===== src/rtl/clcd_pkg.sv =====
// ----------------------------------------------------------------------------
// clcd_pkg
// Shared types, constants and the microcode table of the 4-bit character LCD
// write sequencer.
// ----------------------------------------------------------------------------
`default_nettype none

package clcd_pkg;

  localparam int unsigned HOLD_W  = 16;
  localparam int unsigned WORD_W  = 8;
  localparam int unsigned NIB_W   = 4;
  localparam int unsigned CFG_IDX_W  = 3;
  localparam int unsigned CFG_DATA_W = 16;
  localparam int unsigned STEP_W  = 6;

  // configuration register indexes
  typedef enum logic [CFG_IDX_W-1:0] {
    CFG_POWER_ON_WAIT = 3'd0,
    CFG_FUNCTION_SET  = 3'd1,
    CFG_ENTRY_MODE    = 3'd2,
    CFG_DISPLAY_ON    = 3'd3,
    CFG_SETTLE        = 3'd4,
    CFG_CLEAR_EXTRA   = 3'd5,
    CFG_ENABLE_PULSE  = 3'd6
  } cfg_idx_t;

  // register reset values
  localparam logic [HOLD_W-1:0] RST_POWER_ON_WAIT = 16'd30000;
  localparam logic [WORD_W-1:0] RST_FUNCTION_SET  = 8'h28;
  localparam logic [WORD_W-1:0] RST_ENTRY_MODE    = 8'h06;
  localparam logic [WORD_W-1:0] RST_DISPLAY_ON    = 8'h0f;
  localparam logic [HOLD_W-1:0] RST_SETTLE        = 16'd100;
  localparam logic [HOLD_W-1:0] RST_CLEAR_EXTRA   = 16'd3000;
  localparam logic [WORD_W-1:0] RST_ENABLE_PULSE  = 8'd1;

  localparam logic [HOLD_W-1:0] INIT_SLOW_WAIT_US = 16'd4100;
  localparam logic [WORD_W-1:0] CMD_DISPLAY_OFF   = 8'h08;
  localparam logic [WORD_W-1:0] CMD_CLEAR         = 8'h01;

  // operation codes
  typedef enum logic {
    OP_INIT  = 1'b0,
    OP_WRITE = 1'b1
  } op_t;

  // program entry points
  localparam logic [STEP_W-1:0] INIT_ENTRY  = 6'd0;
  localparam logic [STEP_W-1:0] WRITE_ENTRY = 6'd29;

  typedef enum logic [1:0] {
    NIB_CONST = 2'd0,
    NIB_HI    = 2'd1,
    NIB_LO    = 2'd2
  } nib_sel_t;

  typedef enum logic [2:0] {
    BYTE_IN    = 3'd0,
    BYTE_FSET  = 3'd1,
    BYTE_DOFF  = 3'd2,
    BYTE_CLR   = 3'd3,
    BYTE_ENTRY = 3'd4,
    BYTE_DON   = 3'd5
  } byte_sel_t;

  typedef enum logic [2:0] {
    HOLD_POWER  = 3'd0,
    HOLD_PULSE  = 3'd1,
    HOLD_SLOW   = 3'd2,
    HOLD_SETTLE = 3'd3,
    HOLD_CLEAR  = 3'd4
  } hold_sel_t;

  typedef struct packed {
    logic             en;
    nib_sel_t         nib_sel;
    logic [NIB_W-1:0] nib_const;
    byte_sel_t        byte_sel;
    hold_sel_t        hold_sel;
    logic             last;
  } ucode_t;

  function automatic ucode_t mk(input logic en, input nib_sel_t ns,
                                input logic [NIB_W-1:0] nc, input byte_sel_t bs,
                                input hold_sel_t hs, input logic last);
    ucode_t w;
    w.en        = en;
    w.nib_sel   = ns;
    w.nib_const = nc;
    w.byte_sel  = bs;
    w.hold_sel  = hs;
    w.last      = last;
    return w;
  endfunction

  // microcode: init runs steps 0..28, byte write runs 29..32
  function automatic ucode_t ucode_rom(input logic [STEP_W-1:0] step);
    ucode_t w;
    w = mk(1'b0, NIB_CONST, 4'h0, BYTE_IN, HOLD_POWER, 1'b1);
    unique case (step)
      6'd0:  w = mk(1'b0, NIB_CONST, 4'h0, BYTE_IN,    HOLD_POWER,  1'b0);
      6'd1:  w = mk(1'b1, NIB_CONST, 4'h3, BYTE_IN,    HOLD_PULSE,  1'b0);
      6'd2:  w = mk(1'b0, NIB_CONST, 4'h3, BYTE_IN,    HOLD_SLOW,   1'b0);
      6'd3:  w = mk(1'b1, NIB_CONST, 4'h3, BYTE_IN,    HOLD_PULSE,  1'b0);
      6'd4:  w = mk(1'b0, NIB_CONST, 4'h3, BYTE_IN,    HOLD_SETTLE, 1'b0);
      6'd5:  w = mk(1'b1, NIB_CONST, 4'h3, BYTE_IN,    HOLD_PULSE,  1'b0);
      6'd6:  w = mk(1'b0, NIB_CONST, 4'h3, BYTE_IN,    HOLD_SETTLE, 1'b0);
      6'd7:  w = mk(1'b1, NIB_CONST, 4'h2, BYTE_IN,    HOLD_PULSE,  1'b0);
      6'd8:  w = mk(1'b0, NIB_CONST, 4'h2, BYTE_IN,    HOLD_SETTLE, 1'b0);
      6'd9:  w = mk(1'b1, NIB_HI,    4'h0, BYTE_FSET,  HOLD_PULSE,  1'b0);
      6'd10: w = mk(1'b0, NIB_HI,    4'h0, BYTE_FSET,  HOLD_SETTLE, 1'b0);
      6'd11: w = mk(1'b1, NIB_LO,    4'h0, BYTE_FSET,  HOLD_PULSE,  1'b0);
      6'd12: w = mk(1'b0, NIB_LO,    4'h0, BYTE_FSET,  HOLD_SETTLE, 1'b0);
      6'd13: w = mk(1'b1, NIB_HI,    4'h0, BYTE_DOFF,  HOLD_PULSE,  1'b0);
      6'd14: w = mk(1'b0, NIB_HI,    4'h0, BYTE_DOFF,  HOLD_SETTLE, 1'b0);
      6'd15: w = mk(1'b1, NIB_LO,    4'h0, BYTE_DOFF,  HOLD_PULSE,  1'b0);
      6'd16: w = mk(1'b0, NIB_LO,    4'h0, BYTE_DOFF,  HOLD_SETTLE, 1'b0);
      6'd17: w = mk(1'b1, NIB_HI,    4'h0, BYTE_CLR,   HOLD_PULSE,  1'b0);
      6'd18: w = mk(1'b0, NIB_HI,    4'h0, BYTE_CLR,   HOLD_SETTLE, 1'b0);
      6'd19: w = mk(1'b1, NIB_LO,    4'h0, BYTE_CLR,   HOLD_PULSE,  1'b0);
      6'd20: w = mk(1'b0, NIB_LO,    4'h0, BYTE_CLR,   HOLD_CLEAR,  1'b0);
      6'd21: w = mk(1'b1, NIB_HI,    4'h0, BYTE_ENTRY, HOLD_PULSE,  1'b0);
      6'd22: w = mk(1'b0, NIB_HI,    4'h0, BYTE_ENTRY, HOLD_SETTLE, 1'b0);
      6'd23: w = mk(1'b1, NIB_LO,    4'h0, BYTE_ENTRY, HOLD_PULSE,  1'b0);
      6'd24: w = mk(1'b0, NIB_LO,    4'h0, BYTE_ENTRY, HOLD_SETTLE, 1'b0);
      6'd25: w = mk(1'b1, NIB_HI,    4'h0, BYTE_DON,   HOLD_PULSE,  1'b0);
      6'd26: w = mk(1'b0, NIB_HI,    4'h0, BYTE_DON,   HOLD_SETTLE, 1'b0);
      6'd27: w = mk(1'b1, NIB_LO,    4'h0, BYTE_DON,   HOLD_PULSE,  1'b0);
      6'd28: w = mk(1'b0, NIB_LO,    4'h0, BYTE_DON,   HOLD_SETTLE, 1'b1);
      6'd29: w = mk(1'b1, NIB_HI,    4'h0, BYTE_IN,    HOLD_PULSE,  1'b0);
      6'd30: w = mk(1'b0, NIB_HI,    4'h0, BYTE_IN,    HOLD_SETTLE, 1'b0);
      6'd31: w = mk(1'b1, NIB_LO,    4'h0, BYTE_IN,    HOLD_PULSE,  1'b0);
      6'd32: w = mk(1'b0, NIB_LO,    4'h0, BYTE_IN,    HOLD_SETTLE, 1'b1);
      default: w = mk(1'b0, NIB_CONST, 4'h0, BYTE_IN, HOLD_POWER, 1'b1);
    endcase
    return w;
  endfunction

endpackage

`default_nettype wire


===== src/rtl/char_lcd_4bit_write_sequencer_core.sv =====
// ----------------------------------------------------------------------------
// char_lcd_4bit_write_sequencer_core
// Expands init and byte-write commands into LCD pin phases, driven by a
// microcode table with a step counter.
// ----------------------------------------------------------------------------
//  channel | dir | payload
//  in_*    | in  | tdata: data_byte, register_select; tuser: operation
//  out_*   | out | tdata: rs, enable, nibble, hold_us; tlast: last phase
//  cfg_*   | in  | write enable, register index, data
//
// One phase leaves per cycle while out_tready is high, set by the step counter
// walking the table. A byte write holds the sequencer for its accept plus four
// phases, init for its accept plus twenty-nine phases. A new item is taken the
// cycle after the last phase of the previous one is loaded into the output
// register. A stalled output holds the step counter. Reset restores the
// register defaults and idles the sequencer.
`default_nettype none

module char_lcd_4bit_write_sequencer_core (
  input  wire                             clk,
  input  wire                             rst_n,
  input  wire                             in_tvalid,
  output logic                            in_tready,
  input  wire  [15:0]                     in_tdata,  // data_byte[7:0], register_select[8]
  input  wire  [0:0]                      in_tuser,  // operation
  output logic                            out_tvalid,
  input  wire                             out_tready,
  output logic [23:0]                     out_tdata, // rs[0], enable[1], nibble[5:2],
                                                     // hold_us[21:6]
  output logic                            out_tlast,
  input  wire                             cfg_we,
  input  wire  [clcd_pkg::CFG_IDX_W-1:0]  cfg_index,
  input  wire  [clcd_pkg::CFG_DATA_W-1:0] cfg_wdata
);
  import clcd_pkg::*;

  // configuration registers
  logic [HOLD_W-1:0] power_on_wait_r;
  logic [WORD_W-1:0] function_set_r;
  logic [WORD_W-1:0] entry_mode_r;
  logic [WORD_W-1:0] display_on_r;
  logic [HOLD_W-1:0] settle_r;
  logic [HOLD_W-1:0] clear_extra_r;
  logic [WORD_W-1:0] enable_pulse_r;

  // sequencer
  logic              busy_r, busy_nxt;
  logic [STEP_W-1:0] step_r, step_nxt;
  logic [WORD_W-1:0] byte_r;
  logic              rs_r;
  logic              in_acc;
  logic              advance;
  ucode_t            cw;

  // datapath
  logic [WORD_W-1:0] sel_byte;
  logic [NIB_W-1:0]  sel_nib;
  logic [HOLD_W-1:0] sel_hold;
  logic [HOLD_W:0]   clear_sum;

  // output register
  logic              out_valid_r, out_valid_nxt;
  logic              out_rs_r, out_en_r, out_last_r;
  logic [NIB_W-1:0]  out_nib_r;
  logic [HOLD_W-1:0] out_hold_r;

  always_ff @(posedge clk) begin
    if (!rst_n) begin
      power_on_wait_r <= RST_POWER_ON_WAIT;
      function_set_r  <= RST_FUNCTION_SET;
      entry_mode_r    <= RST_ENTRY_MODE;
      display_on_r    <= RST_DISPLAY_ON;
      settle_r        <= RST_SETTLE;
      clear_extra_r   <= RST_CLEAR_EXTRA;
      enable_pulse_r  <= RST_ENABLE_PULSE;
    end else if (cfg_we) begin
      case (cfg_index)
        CFG_POWER_ON_WAIT: power_on_wait_r <= cfg_wdata;
        CFG_FUNCTION_SET:  function_set_r  <= cfg_wdata[WORD_W-1:0];
        CFG_ENTRY_MODE:    entry_mode_r    <= cfg_wdata[WORD_W-1:0];
        CFG_DISPLAY_ON:    display_on_r    <= cfg_wdata[WORD_W-1:0];
        CFG_SETTLE:        settle_r        <= cfg_wdata;
        CFG_CLEAR_EXTRA:   clear_extra_r   <= cfg_wdata;
        CFG_ENABLE_PULSE:  enable_pulse_r  <= cfg_wdata[WORD_W-1:0];
        default: ;
      endcase
    end
  end

  assign in_tready = !busy_r;
  assign in_acc    = in_tvalid && !busy_r;
  assign advance   = busy_r && (!out_valid_r || out_tready);
  assign cw        = ucode_rom(step_r);

  always_comb begin
    busy_nxt = busy_r;
    step_nxt = step_r;
    if (in_acc) begin
      busy_nxt = 1'b1;
      step_nxt = (in_tuser[0] == OP_WRITE) ? WRITE_ENTRY : INIT_ENTRY;
    end else if (advance) begin
      if (cw.last) begin
        busy_nxt = 1'b0;
      end else begin
        step_nxt = step_r + 1'b1;
      end
    end
  end

  always_ff @(posedge clk) begin
    if (!rst_n) begin
      busy_r <= 1'b0;
      step_r <= INIT_ENTRY;
    end else begin
      busy_r <= busy_nxt;
      step_r <= step_nxt;
    end
  end

  // init ignores the write fields, so rs is forced low there
  always_ff @(posedge clk) begin
    if (in_acc) begin
      byte_r <= in_tdata[7:0];
      rs_r   <= in_tdata[8] && (in_tuser[0] == OP_WRITE);
    end
  end

  always_comb begin
    unique case (cw.byte_sel)
      BYTE_IN:    sel_byte = byte_r;
      BYTE_FSET:  sel_byte = function_set_r;
      BYTE_DOFF:  sel_byte = CMD_DISPLAY_OFF;
      BYTE_CLR:   sel_byte = CMD_CLEAR;
      BYTE_ENTRY: sel_byte = entry_mode_r;
      BYTE_DON:   sel_byte = display_on_r;
      default:    sel_byte = byte_r;
    endcase
  end

  always_comb begin
    unique case (cw.nib_sel)
      NIB_CONST: sel_nib = cw.nib_const;
      NIB_HI:    sel_nib = sel_byte[7:4];
      NIB_LO:    sel_nib = sel_byte[3:0];
      default:   sel_nib = cw.nib_const;
    endcase
  end

  assign clear_sum = {1'b0, settle_r} + {1'b0, clear_extra_r};

  always_comb begin
    unique case (cw.hold_sel)
      HOLD_POWER:  sel_hold = power_on_wait_r;
      HOLD_PULSE:  sel_hold = {{(HOLD_W-WORD_W){1'b0}}, enable_pulse_r};
      HOLD_SLOW:   sel_hold = INIT_SLOW_WAIT_US;
      HOLD_SETTLE: sel_hold = settle_r;
      HOLD_CLEAR:  sel_hold = clear_sum[HOLD_W] ? {HOLD_W{1'b1}} : clear_sum[HOLD_W-1:0];
      default:     sel_hold = settle_r;
    endcase
  end

  always_comb begin
    out_valid_nxt = out_valid_r;
    if (advance) begin
      out_valid_nxt = 1'b1;
    end else if (out_tready) begin
      out_valid_nxt = 1'b0;
    end
  end

  always_ff @(posedge clk) begin
    if (!rst_n) begin
      out_valid_r <= 1'b0;
    end else begin
      out_valid_r <= out_valid_nxt;
    end
  end

  always_ff @(posedge clk) begin
    if (advance) begin
      out_rs_r   <= rs_r;
      out_en_r   <= cw.en;
      out_nib_r  <= sel_nib;
      out_hold_r <= sel_hold;
      out_last_r <= cw.last;
    end
  end

  assign out_tvalid = out_valid_r;
  assign out_tlast  = out_last_r;
  assign out_tdata  = {2'b00, out_hold_r, out_nib_r, out_en_r, out_rs_r};

endmodule

`default_nettype wire


===== config.mk =====
export PLATFORM = sky130hd
export DESIGN_NAME = char_lcd_4bit_write_sequencer_core
export DESIGN_NICKNAME = d
export VERILOG_FILES = /design/src/rtl/clcd_pkg.sv /design/src/rtl/char_lcd_4bit_write_sequencer_core.sv
export SDC_FILE = /design/constraint.sdc
export NUM_CORES = 1
export LEC_CHECK = 0
export BUFFER_PORTS_ARGS = -buffer_cell sky130_fd_sc_hd__buf_4
export CAP_MARGIN = 10
export CELL_PAD_IN_SITES_DETAIL_PLACEMENT = 1
export CELL_PAD_IN_SITES_GLOBAL_PLACEMENT = 1
export CORE_ASPECT_RATIO = 0.6
export CORE_UTILIZATION = 41
export CTS_CLUSTER_SIZE = 24
export DETAILED_ROUTE_END_ITERATION = 6
export PLACE_DENSITY_LB_ADDON = 0.1
export REMOVE_ABC_BUFFERS = 1
export SLEW_MARGIN = 0
export SYNTH_ARGS = -nofsm -noshare
export SYNTH_HDL_FRONTEND = slang
export SYNTH_SLANG_ARGS = --single-unit

===== constraint.sdc =====
create_clock -name clk -period 2.6 [get_ports clk]
set_input_delay 0.52 -clock clk [delete_from_list [all_inputs] [get_ports clk]]
set_output_delay 0.52 -clock clk [all_outputs]
set_load 0.02 [all_outputs]

Yosys cells after proc, flatten, opt, wreduce, memory -nomap -nowiden:

Memories as Yosys holds them, arrays and structs flattened. A register that Yosys moved wholly into a read port is not among the register bits.
Index checks and enable logic that the tools add are counted.

* flip-flop bits (word level): 120
* bits in read-only memories: 768
* output and inout port bits: 27
* logic and storage cells: 72
* memories kept: 1

* add/subtract/negate cells: 2
* eq/ne operators: 17
* mux-type cells: 15
* reduce and logical (&&, ||, !) cells: 20

Memory list
* (name not given): depth 64, width 12, rd ports 1, clocked after Yosys merged registers in 1, write ports 0, line clcd_pkg.sv:100 `unique case (step)`

Operator list (number)
* $pmux W16 S4: 1
* $pmux W8 S5: 1
* $mux W6: 5
* $eq A3 B3 Y1 const B: 6
* $reduce_and A2 Y1: 9
* $add A16 B16 Y17: 1
* $mux W16: 1
* $eq A3 B2 Y1 const B: 5
* $eq A3 B1 Y1 const B: 3
* $pmux W4 S2: 1
* $add A6 B1 Y6 const B: 1
* $logic_not A3 Y1: 2
* $reduce_bool A2 Y1: 3
* $mux W1: 5
* $mux W5: 1
* $logic_and A1 B1 Y1: 3
* $eq A2 B1 Y1 const B: 1
* $eq A2 B2 Y1 const B: 1
* $logic_not A1 Y1: 2
* $ne A2 B2 Y1 const B: 1
* $logic_or A1 B1 Y1: 1

Longest topological paths before layout:

Gate-level depths: netlist of the first run.

* depth after elaboration: 7
* mapped depth: 10
* depth with buffers taken out: 10

Worst setup path before layout of the first run:

No wires, ideal clock.

* path type: register to register
* start: register settle_r[0]
* end: register out_hold_r[12], data pin
* arrival: 2.217 ns
* path slack: 0.119 ns
* cell stages (with the launch flop): 11
* buffers on the path: 1
* cell sequence: dfxtp_1 > ha_1 > fa_1 > a211oi_4 > o211ai_2 > a21oi_2 > o21ai_1 > a21o_1 > buf_6 > a2111oi_4 > a21oi_1

* longest elaborated chain between the ends: 3

Ends and longest elaborated chain
* from (decl): line char_lcd_4bit_write_sequencer_core.sv:42 `logic [HOLD_W-1:0] settle_r;`
* from (signal assigned): line char_lcd_4bit_write_sequencer_core.sv:82 `CFG_SETTLE: settle_r <= cfg_wdata;`
* $add A16 B16 Y17: line char_lcd_4bit_write_sequencer_core.sv:149 `assign clear_sum = {1'b0, settle_r} + {1'b0, clear_extra_r};`
* $mux W16: line char_lcd_4bit_write_sequencer_core.sv:157 `HOLD_CLEAR: sel_hold = clear_sum[HOLD_W] ? {HOLD_W{1'b1}} : clear_sum[HOLD_W-1:0];`
* $pmux W16 S4: line char_lcd_4bit_write_sequencer_core.sv:152 `unique case (cw.hold_sel)`
* net sel_hold[12]: line char_lcd_4bit_write_sequencer_core.sv:58 `logic [HOLD_W-1:0] sel_hold;`
* to (signal assigned): line char_lcd_4bit_write_sequencer_core.sv:184 `out_hold_r <= sel_hold;`
* to (decl): line char_lcd_4bit_write_sequencer_core.sv:65 `logic [HOLD_W-1:0] out_hold_r;`

The timed path passes the listed nets, and every way through them passes these cells.
A chain may end at the register's enable or synchronous reset.

Worst setup path after layout of the first run:

* start: register clear_extra_r[0]
* end: register out_hold_r[1], data pin

* longest elaborated chain between the ends: 3

Ends and longest elaborated chain
* from (decl): line char_lcd_4bit_write_sequencer_core.sv:43 `logic [HOLD_W-1:0] clear_extra_r;`
* from (signal assigned): line char_lcd_4bit_write_sequencer_core.sv:83 `CFG_CLEAR_EXTRA: clear_extra_r <= cfg_wdata;`
* $add A16 B16 Y17: line char_lcd_4bit_write_sequencer_core.sv:149
* $mux W16: line char_lcd_4bit_write_sequencer_core.sv:157
* $pmux W16 S4: line char_lcd_4bit_write_sequencer_core.sv:152
* net sel_hold[1]: line char_lcd_4bit_write_sequencer_core.sv:58

The timed path passes the listed nets, and every way through them passes these cells.

==> results_dict.tcl, run 1 <==
set metrics [dict create \
    drt_total_wl_mm 21.1 \
    initial_antenna_violation_count 0 \
    rsz_0062_raised_after_global_routing "true" \
    tritoncts "built" \
    utilization_pct 52.6 \
    cts.sink_count 132 \
    final.min_clock_period_ns 2.59 \
    fin_tns_setup_ns 0 \
    timing.critical_path.from_type "flip-flop" \
    hpwlAfterDp_mm 14.5 \
    root_buffer "sky130_fd_sc_hd__clkbuf_16" \
    globalRouteTotalUtil_pct 26.5 \
    floorplan.die.width_um 167 \
    area_used_by_multi_input_combinational_logic_mm2 0.00353 \
    most_used_flip_flop_cell_after_synthesis "sky130_fd_sc_hd__dfxtp_1" \
    ys_types 75 \
    ys_warn_count 0 \
    final-hold-violation-count 0 \
    detailroute.via_count 5914 \
    place.gp.congestion 0.840 \
    postCtsHoldBufs 0 \
    max_cap_viols 0 \
    drt-initial-drc-count 366 \
    grt_pass1_vias 6064 \
    synth.yosys.seq_area_share_pct 44.5 \
    crit_path_max_incr_delay_ns 0.37 \
    synth_area_mm2 0.00666 \
    crit_slowest_cell "sky130_fd_sc_hd__fa_2" \
    critical_path.cell_chain "ha_4 > fa_2 > a211oi_4 > o211ai_2 > a21oi_2 > o21ai_1 > a21o_2 > clkbuf_16 > o21a_1 > o22a_1" \
    n_fill_cell 1811 \
    post_syn_instances 756 \
    area_delta_synth_final_pct 23.0 \
    synth-seq-cells 132 \
    setup.worst_path.end_class "flip-flop" \
    global_route_total_overflow 0 \
    holdCritPathClass "input pin to flip-flop" \
    rr_worst_depth 10 \
    design.core.area_mm2 0.0156 \
    finish.net_count 898 \
    power.density_mw_per_mm2 713 \
    worstMarginPinSlew_ns 1.29 \
    violations "DRC" \
    hold_start "in_tdata[4]" \
    initial_utilization_pct 42.7 \
    critPathRequiredTime_ns 2.77 \
    setup.worst_path.end "out_hold_r[1]" \
    run_status "finished, violations left" \
    detail_route.first_pass.iterations 7 \
    cts-htree-levels 4 \
    route.detailed.wl_per_inst_um 20.1 \
    leakage_nw 3.23 \
    startpoint_of_the_most_critical_setup_path "clear_extra_r[0]" \
    layout_cell_share_with_drive_strength_beyond_1_pct 19.3 \
    route.detailed.drc 4 \
    port_buffers 58 \
    synth_area_per_cell_um2 8.81 \
    slew_violations 0 \
    die_area_mm2 0.0168 \
    r2r_start "clear_extra_r[0]" \
    layout.area.seq_mm2 0.00297 \
    cts.path.max_buffers 2 \
    reg2reg_to "out_hold_r[1]" \
    postRouteAntennaNets 0 \
    num_antenna_cells 0 \
    wire_length_of_the_first_global_routing_pass_mm 33.8 \
    clkLatencyLatePin_ns 0.42 \
    number_of_enable_flip_flop_cells_after_synthesis 32 \
    rows 35 \
    tritoncts.num_buffers 17 \
    path_class "flip-flop to flip-flop" \
    skew_ns 0.0140 \
    clock.fmax_ghz 0.386 \
    timing.critical_path.fanout_max 5 \
    die_h_um 101 \
    critPathArrivalTime_ns 2.76 \
    num_io_pins 68 \
    slew-limit-headroom_pct 13.4 \
    finalSetupViolations 0 \
    clk_pin_slew_ns 0.06 \
    drt-vias-per-instance 5.64 \
    final_min_period_over_clock_period_pct 99.7 \
    synth_async_sr_flop_share_pct 0 \
    peakVddDrop_mv 0.500 \
    timing.reg2reg.setup_slack_ns 0.007 \
    grt_start_max_net_pins 83 \
]
## layer usage
layer / up-vias / global-route usage (%) / wire (um)
met4: 0 / 7.26 / 251
li1: 2801 / - / -
met5: - / 0 / 0
met1: 2940 / 39.3 / 11100
met3: 25 / 4.24 / 1080
met2: 148 / 39.6 / 8650
## state kept, by name, summed over array words and instances (netlist names)
signal           count
cw                  12
settle_r            16
enable_pulse_r       8
function_set_r       8
out_nib_r            4
step_r               6
power_on_wait_r     16
byte_r               8
clear_extra_r       16
rs_r                 1
entry_mode_r         8
out_tlast            1
busy_r               1
out_tvalid           1
out_rs_r             1
out_en_r             1
out_hold_r          16
display_on_r         8
## metrics by stage
stage                     worst slack [ns]  hold WS (ns)  power, mW  cells  instance area [um2]
after detailed placement            -0.125         0.391       3.21   1010                 7430
final                              0.00719         0.272       5.84   1048                 8190
after global routing               -0.0736         0.258       6.06   1048                 8190
after floorplan                     0.0806         0.386       2.83    722                 6500
after global placement             -0.0671         0.394       3.18   1010                 7430
after CTS                          -0.0236         0.258       5.86   1046                 8140
## cells by family (layout without fill, tap and decap cells)
family / after synthesis / in the layout / synth area share (%)
DFF: 132 / 132 / 44.5
xor gates and xnor gates: 16 / 16 / 2.10
and+or+nand+nor: 305 / 305 / 20.8
other: 1 / 2 / 0.0563
adders and majority gates: 25 / 25 / 4.81
muxes: 11 / 11 / 2.27
buffers and inverters: 54 / 142 / 3.59
AOI/OAI and AO/OA: 212 / 212 / 21.9
## cells in the final DEF, fill, tap and decap left out, types with 6 or more instances in the layout
| cell | count |
|---|---|
| sky130_fd_sc_hd__nand2b_1 | 9 |
| sky130_fd_sc_hd__edfxtp_1 | 32 |
| sky130_fd_sc_hd__a22oi_1 | 8 |
| sky130_fd_sc_hd__a21o_1 | 8 |
| sky130_fd_sc_hd__o21a_1 | 7 |
| sky130_fd_sc_hd__ha_1 | 23 |
| sky130_fd_sc_hd__a21oi_1 | 46 |
| sky130_fd_sc_hd__dfxtp_1 | 98 |
| sky130_fd_sc_hd__buf_4 | 87 |
| sky130_fd_sc_hd__o22a_1 | 6 |
| sky130_fd_sc_hd__clkbuf_16 | 19 |
| sky130_fd_sc_hd__xnor2_1 | 8 |
| sky130_fd_sc_hd__nor2b_1 | 7 |
| sky130_fd_sc_hd__o21ai_0 | 33 |
| sky130_fd_sc_hd__a21boi_0 | 57 |
| sky130_fd_sc_hd__xor2_1 | 8 |
| sky130_fd_sc_hd__inv_1 | 18 |
| sky130_fd_sc_hd__nand2_1 | 183 |
| sky130_fd_sc_hd__nand3_1 | 40 |
| sky130_fd_sc_hd__nor2_1 | 31 |
## layout make-up
class / instances / area share [%]
inverter: 19 / 0.870
multi-input combinational: 571 / 43.1
timing repair buffer: 91 / 8.90
clock inverter: 11 / 2.12
sequential: 132 / 36.2
clock buffer: 21 / 5.76
tap: 203 / 3.10
## cells in the mapped netlist (all sizes together) (2+ instances only)
cell type / instances / share of area [%]
dfxtp: 100 / 30
nand3: 40 / 3.0
o22a: 6 / 0.79
a2111oi: 2 / 0.64
clkbuf: 25 / 1.4
o211ai: 4 / 0.53
a31oi: 4 / 0.38
nand2b: 11 / 1.2
nand2: 183 / 10
a211oi: 5 / 0.94
o21a: 7 / 0.79
a21oi: 47 / 3.6
xnor2: 8 / 1.1
edfxtp: 32 / 14
buf: 10 / 1.1
nor4b: 2 / 0.45
nor3b: 2 / 0.23
mux2i: 6 / 1.1
o21bai: 2 / 0.23
nand4: 2 / 0.19
a221oi: 4 / 0.62
ha: 24 / 4.5
and2: 2 / 0.19
or2: 2 / 0.19
a22oi: 8 / 0.90
nor2: 33 / 1.9
nor2b: 8 / 0.79
o21ai: 41 / 3.1
o31ai: 6 / 0.68
xor2: 8 / 1.1
a21boi: 58 / 6.5
nor3: 11 / 1.1
a21o: 9 / 1.0
mux2: 3 / 0.51
or3: 2 / 0.19
mux4: 2 / 0.68
inv: 19 / 1.1
## how the worst min path moves through the flow
stage | depth (start not counted) | slack [ns] | endpoint
after floorplan | 0 | 0.39 | out_en_r
after global placement | 0 | 0.39 | out_en_r
after detailed placement | 0 | 0.39 | out_en_r
after CTS | 1 | 0.26 | byte_r[4]
after global routing | 1 | 0.26 | byte_r[4]
final | 1 | 0.27 | byte_r[4]
## worst max-delay path, delay by kind of cell, from the launching register on
| family | cells | cell delay, ns |
|---|---|---|
| adder cells (fa/ha/maj) | 2 | 0.53 |
| flip-flops | 1 | 0.33 |
| AO/OA/AOI/OAI | 7 | 1.31 |
| buffers and inverters | 1 | 0.18 |
## power breakdown
part	total, mW	switching [mW]	internal (mW)
sequential	2.32	0.0864	2.23
clock	2.65	0.957	1.69
combinational	0.875	0.526	0.350
## what timing repair did
action                                  4_1_cts  5_1_grt
endpoints found under the setup margin       16       17
gates cloned                                  1        0
setup buffers                                 3        2
hold endpoints to repair                      0        0
pin swaps                                    15       10
gates resized for setup                       7       13
Power figures use the tool's default switching activity.
==> run 2, diff against run 1 <==
--- a/config.mk
+++ b/config.mk
@@ -5,12 +5,13 @@
 export SDC_FILE = /design/constraint.sdc
 export NUM_CORES = 1
 export LEC_CHECK = 0
+export ABC_AREA = 1
 export BUFFER_PORTS_ARGS = -buffer_cell sky130_fd_sc_hd__buf_4
 export CAP_MARGIN = 10
 export CELL_PAD_IN_SITES_DETAIL_PLACEMENT = 1
 export CELL_PAD_IN_SITES_GLOBAL_PLACEMENT = 1
 export CORE_ASPECT_RATIO = 0.6
-export CORE_UTILIZATION = 41
+export CORE_UTILIZATION = 39
 export CTS_CLUSTER_SIZE = 24
 export DETAILED_ROUTE_END_ITERATION = 6
 export PLACE_DENSITY_LB_ADDON = 0.1
==> run 2 against run 1 <==
  * The run now ends clean
  * Synthesized cell count increased by 15%
  * Global-route usage decreased by 0.54 points
  * Clock skew decreased by 0.0077 ns
  * First-iteration DRC count increased by 11%
  * Sequential share of layout area increased by 1.7 points
  * Clock power about the same
  * Total power about the same
  * Worst hold slack got worse by 0.0091 ns
  * Cell count increased by 11%
  * Synthesized area decreased by 3.2%
  * Design area decreased by 4.5%
  * Largest power group unchanged
  * Non-clock buffer count decreased by 17
==> results_dict.tcl, run 2 <==
set metrics [dict create \
    crit_path_max_incr_delay_ns 0.42 \
    holdCritPathClass "input pin to flip-flop" \
    num_io_pins 68 \
    finalWorstSetupSlack_ns 0.185 \
    critPathArrivalTime_ns 2.58 \
    utilization_pct 48.3 \
    design.core.area_mm2 0.0162 \
    globalRouteTotalUtil_pct 25.9 \
    slew_violations 0 \
    drt-initial-drc-count 408 \
    path_class "flip-flop to flip-flop" \
    synth_area_mm2 0.00645 \
    clkLatencyLatePin_ns 0.43 \
    power.density_mw_per_mm2 747 \
    tritoncts "built" \
    run_status "complete, no violations" \
    port_buffers 58 \
    timing.critical_path.fanout_max 3 \
    tritoncts.num_buffers 17 \
    drt-vias-per-instance 5.27 \
    ys_types 43 \
    timing.critical_path.mode_cell "sky130_fd_sc_hd__nand2_1" \
    global_route_total_overflow 0 \
    grt_util_met1_pct 38.0 \
    finalSetupViolations 0 \
    num_antenna_cells 0 \
    r2r_start "settle_r[0]" \
    post_syn_instances 868 \
    finish.instance_area_mm2 0.00783 \
    finish.net_count 1005 \
    fin_tns_setup_ns 0 \
    initial_utilization_pct 39.8 \
    setup.worst_path.end "out_hold_r[2]" \
    grt_start_max_net_pins 83 \
    timing.critical_path.from_type "flip-flop" \
    synth_area_per_cell_um2 7.44 \
    clk_pin_slew_ns 0.06 \
    detailroute.via_count 6120 \
    synth.yosys.seq_area_share_pct 45.9 \
    setup.worst_path.end_class "flip-flop" \
    reg2reg_to "out_hold_r[2]" \
    busiest_layer "met1" \
    root_buffer "sky130_fd_sc_hd__clkbuf_16" \
    cts_setup_buffers 0 \
    crit_slowest_cell "sky130_fd_sc_hd__fa_1" \
    synth-seq-cells 132 \
    synth_async_sr_flop_share_pct 0 \
    leakage_nw 3.73 \
    cts-htree-levels 4 \
    most-common-layout-cells "sky130_fd_sc_hd__nand2_1, sky130_fd_sc_hd__nor2_1, sky130_fd_sc_hd__dfxtp_1, sky130_fd_sc_hd__inv_1, sky130_fd_sc_hd__o21ai_0" \
    hpwlAfterDp_mm 14.9 \
    skew_ns 0.00633 \
    final.min_clock_period_ns 2.42 \
    critical_path.cell_chain "ha_1 > fa_1 > nand2_1 > inv_1 > nand2_1 > nand2_1 > nand2_1 > nand3_2 > a21oi_2 > buf_4 > o21ai_0 > nand2_1 > a21oi_1" \
    worstMarginPinSlew_ns 0.873 \
    postRouteAntennaNets 0 \
    synthTopCellsByCount "sky130_fd_sc_hd__nand2_1, sky130_fd_sc_hd__nor2_1, sky130_fd_sc_hd__dfxtp_1" \
    yosys-top-cells-area "sky130_fd_sc_hd__dfxtp_1, sky130_fd_sc_hd__edfxtp_1, sky130_fd_sc_hd__nand2_1" \
    die_area_mm2 0.0171 \
    synth.top_cell.area_share_pct 31.0 \
    timing.critical_path.max_delay_family "adder cells" \
    wire_length_of_the_first_global_routing_pass_mm 33.3 \
    met2_track_demand_over_resource_in_global_routing_pct 37.2 \
    slew-limit-headroom_pct 41.8 \
    critical_path_cell_count 13 \
    clock.fmax_ghz 0.414 \
    max_cap_viols 0 \
    route.detailed.drc 0 \
    critical_path.n_buffers_inverters 2 \
    area_delta_synth_final_pct 21.2 \
    postCtsHoldBufs 0 \
    timing.reg2reg.setup_slack_ns 0.18 \
    drt_total_wl_mm 21.0 \
    rows 36 \
    n_fill_cell 2044 \
    synth.largest_area_cell "sky130_fd_sc_hd__dfxtp_1" \
    die_h_um 102 \
    route.detailed.wl_per_inst_um 18.1 \
    cts.sink_count 132 \
    detail_route.first_pass.iterations 4 \
    global_route.usage.met3_pct 6.80 \
    place.gp.congestion 0.912 \
    final_min_period_over_clock_period_pct 92.9 \
    grt_pass1_vias 6052 \
    layout_cell_share_with_drive_strength_beyond_1_pct 13.2 \
    floorplan.die.width_um 168 \
    rsz_0062_raised_after_global_routing "false" \
    peakVddDrop_mv 0.343 \
    cts.path.max_buffers 2 \
    startpoint_of_the_most_critical_setup_path "settle_r[0]" \
    initial_antenna_violation_count 0 \
    post-place-ws_ns 0.219 \
    critPathRequiredTime_ns 2.77 \
    most_used_flip_flop_cell_after_synthesis "sky130_fd_sc_hd__dfxtp_1" \
    most_frequent_cell_after_synthesis "sky130_fd_sc_hd__nand2_1" \
    number_of_enable_flip_flop_cells_after_synthesis 32 \
    rr_worst_depth 13 \
    ys_warn_count 0 \
    hold_slack_ns 0.263 \
    final-hold-violation-count 0 \
    placed_area_mm2 0.00717 \
    layout.cells.most_common "sky130_fd_sc_hd__nand2_1" \
]
[run 2: worst min path at each step]
stage,from,slack [ns],end,depth (start not counted)
2_1_floorplan,cw[13],0.39,out_en_r,0
3_3_place_gp,cw[13],0.39,out_en_r,0
3_5_place_dp,cw[13],0.39,out_en_r,0
4_1_cts,in_tdata[7],0.25,byte_r[7],1
5_1_grt,in_tdata[0],0.25,byte_r[0],1
6_report,in_tdata[7],0.26,byte_r[7],1
[run 2: per-layer routing]
metal  wire length [um]  up-vias
met5                  0        -
met3               1500       15
li1                   -     2967
met4                227        0
met2               8510      176
met1              10800     2962
[run 2: layout make-up]
cell class	count	area [um2]	share of cell area, %
Clock buffer	20	447	5.71
Clock inverter	12	203	2.59
Inverter	84	315	4.03
Multi-Input combinational cell	630	3080	39.4
Sequential cell	132	2960	37.9
Tap cell	209	262	3.34
Timing Repair Buffer	74	556	7.10
[run 2: kinds of logic after synthesis]
family	share of synthesized area, %
simple gates	31.0
fa+ha+maj	4.96
compound gates	10.6
flops	45.9
xor+xnor	0.950
buf+inv	6.49
other cells	0.0581
[run 2: timing repair]
| action | 4_1_cts | 5_1_grt |
|---|---|---|
| setup endpoints to repair | 0 | 2 |
| endpoints found under the hold margin | 0 | 0 |
| gates resized for setup | 0 | 2 |
[run 2: stage by stage]
stage          power, mW  instances
6_report            5.85       1161
5_1_grt             6.08       1161
4_1_cts             5.88       1161
3_5_place_dp        3.20       1129
3_3_place_gp        3.17       1129
2_1_floorplan       2.84        846
[run 2: power by group]
group          total [mW]  switching [mW]  internal (mW)  leakage [nW]
Clock                2.67           0.946           1.73         0.311
Sequential           2.32          0.0726           2.25          1.12
Combinational       0.854           0.568          0.286          2.30
Total                5.85            1.59           4.26          3.73
==> run 3, diff against run 2 <==
--- a/config.mk
+++ b/config.mk
@@ -11,7 +11,8 @@
 export CELL_PAD_IN_SITES_DETAIL_PLACEMENT = 1
 export CELL_PAD_IN_SITES_GLOBAL_PLACEMENT = 1
 export CORE_ASPECT_RATIO = 0.6
-export CORE_UTILIZATION = 39
+export CORE_UTILIZATION = 40
+export CTS_BUF_LIST = sky130_fd_sc_hd__clkbuf_8
 export CTS_CLUSTER_SIZE = 24
 export DETAILED_ROUTE_END_ITERATION = 6
 export PLACE_DENSITY_LB_ADDON = 0.1
==> run 3 against run 2 <==
  * The flow now finishes with violations (DRC)
  * Critical path depth stayed put
  * Global-route usage is 1.3 points higher
  * Clock power is 32% lower
  * Sequential power hardly changed
  * Setup slack worse by 0.041 ns
  * Critical endpoint is now out_hold_r[13]
  * Largest cell class unchanged
==> results_dict.tcl, run 3 (synthesis results as in run 2) <==
set metrics [dict create \
    run_status "finished, violations left" \
    violations "DRC" \
    critical_path.cell_chain "ha_1 > fa_1 > nand2_1 > inv_1 > nand2_1 > nand2_1 > nand2_1 > nand3_2 > a21oi_2 > buf_4 > nand3_1 > nand2_1 > nand3_1" \
    fin_tns_setup_ns 0 \
    post_cts_resize_count 0 \
    tritoncts "built" \
    route.detailed.drc 3 \
    drt_total_wl_mm 21.5 \
    root_buffer "sky130_fd_sc_hd__clkbuf_8" \
    crit_path_max_incr_delay_ns 0.43 \
    port_buffers 58 \
    postCtsHoldBufs 0 \
    timing.critical_path.from_type "flip-flop" \
    drt-vias-per-instance 5.35 \
    slew_violations 0 \
    placed_area_mm2 0.00716 \
    design.core.area_mm2 0.0155 \
    power.density_mw_per_mm2 660 \
    slew-limit-headroom_pct 42.0 \
    finish.net_count 1005 \
    utilization_pct 48.7 \
    hold_slack_ns 0.234 \
    wire_length_of_the_first_global_routing_pass_mm 34.5 \
    clock.fmax_ghz 0.407 \
    grt_pass1_vias 6266 \
    critPathRequiredTime_ns 2.81 \
    cts.sink_count 132 \
    die_h_um 100 \
    initial_utilization_pct 41.5 \
    route.detailed.wl_per_inst_um 18.6 \
    holdCritPathClass "input pin to flip-flop" \
    floorplan.die.width_um 166 \
    peakVddDrop_mv 0.304 \
    post-place-ws_ns 0.179 \
    n_fill_cell 1964 \
    grt_start_max_net_pins 81 \
    layout.cells.most_common "sky130_fd_sc_hd__nand2_1" \
    critPathArrivalTime_ns 2.66 \
    tritoncts.num_buffers 17 \
    setup.worst_path.end_class "flip-flop" \
    initial_antenna_violation_count 0 \
    finish.instance_area_mm2 0.00757 \
    timing.critical_path.fanout_max 6 \
    finalWorstSetupSlack_ns 0.144 \
    clkLatencyLatePin_ns 0.45 \
    skew_ns 0.0181 \
    layout.area.seq_mm2 0.00296 \
    clk_pin_slew_ns 0.09 \
    hpwlAfterDp_mm 15.7 \
    num_antenna_cells 0 \
    drt-initial-drc-count 468 \
    cts-htree-levels 4 \
    globalRouteTotalUtil_pct 27.2 \
    critical_path.n_buffers_inverters 2 \
    worstMarginPinSlew_ns 0.868 \
    max_cap_viols 0 \
    cts_setup_buffers 0 \
    rows 35 \
    postRouteAntennaNets 0 \
    layout_cell_share_with_drive_strength_beyond_1_pct 13.4 \
    final_min_period_over_clock_period_pct 94.5 \
    detail_route.first_pass.iterations 7 \
    die_area_mm2 0.0167 \
    detailroute.via_count 6179 \
    final-hold-violation-count 0 \
    global_route_total_overflow 0 \
    timing.critical_path.mode_cell "sky130_fd_sc_hd__nand2_1" \
    area_used_by_multi_input_combinational_logic_mm2 0.00308 \
    cts.path.max_buffers 2 \
    place.gp.congestion 0.945 \
    finalSetupViolations 0 \
    leakage_nw 3.62 \
    area_delta_synth_final_pct 17.3 \
    most-common-layout-cells "sky130_fd_sc_hd__nand2_1, sky130_fd_sc_hd__nor2_1, sky130_fd_sc_hd__dfxtp_1, sky130_fd_sc_hd__inv_1, sky130_fd_sc_hd__buf_4" \
    crit_slowest_cell "sky130_fd_sc_hd__fa_1" \
    num_io_pins 68 \
    timing.critical_path.max_delay_family "simple AND/OR/NAND/NOR gates" \
    final.min_clock_period_ns 2.46 \
    path_class "flip-flop to flip-flop" \
]
==> run 3: power breakdown <==
part,internal (mW),switching (mW)
Clock,0.879,0.941
Combinational,0.290,0.576
Sequential,2.24,0.0738
==> run 3: per-stage QoR <==
step	power [mW]	cells
6_report	5.00	1155
5_1_grt	5.23	1155
4_1_cts	5.03	1155
3_5_place_dp	3.21	1123
3_3_place_gp	3.17	1123
2_1_floorplan	2.84	846
==> run 3: area by class of cell <==
| type | instances | share of cell area (%) |
|---|---|---|
| Timing Repair Buffer | 74 | 7.34 |
| Clock inverter | 15 | 2.25 |
| Multi-Input combinational cell | 630 | 40.7 |
| Sequential cell | 132 | 39.1 |
| Tap cell | 203 | 3.35 |
| Clock buffer | 17 | 3.09 |
| Inverter | 84 | 4.16 |
==> run 3: final timing paths <==
kind | cells past startpoint | from | end | slack (ns)
max | 13 | settle_r[0] | out_hold_r[13] | 0.14
min | 1 | in_tdata[2] | byte_r[2] | 0.23
max reg2reg | 13 | settle_r[0] | out_hold_r[13] | 0.14
min reg2reg | 0 | cw[13] | out_en_r | 0.42
==> run 3: worst register-to-register path, cell delays in order, from the launching register on <==
cell and delay (ns):
sky130_fd_sc_hd__dfxtp_1 0.34, sky130_fd_sc_hd__ha_1 0.24, sky130_fd_sc_hd__fa_1 0.43, sky130_fd_sc_hd__nand2_1 0.09, sky130_fd_sc_hd__inv_1 0.05, sky130_fd_sc_hd__nand2_1 0.06
sky130_fd_sc_hd__nand2_1 0.10, sky130_fd_sc_hd__nand2_1 0.10, sky130_fd_sc_hd__nand3_2 0.10, sky130_fd_sc_hd__a21oi_2 0.21, sky130_fd_sc_hd__buf_4 0.19, sky130_fd_sc_hd__nand3_1 0.13
sky130_fd_sc_hd__nand2_1 0.10, sky130_fd_sc_hd__nand3_1 0.07
==> run 3: layer usage <==
metal | GRT usage [%] | share of wire, % | wire length, um
met3 | 4.50 | 5.7 | 1230
met4 | 7.91 | 1.1 | 243
met5 | 0 | 0 | 0
met2 | 39.6 | 40 | 8680
met1 | 40.9 | 53 | 11300
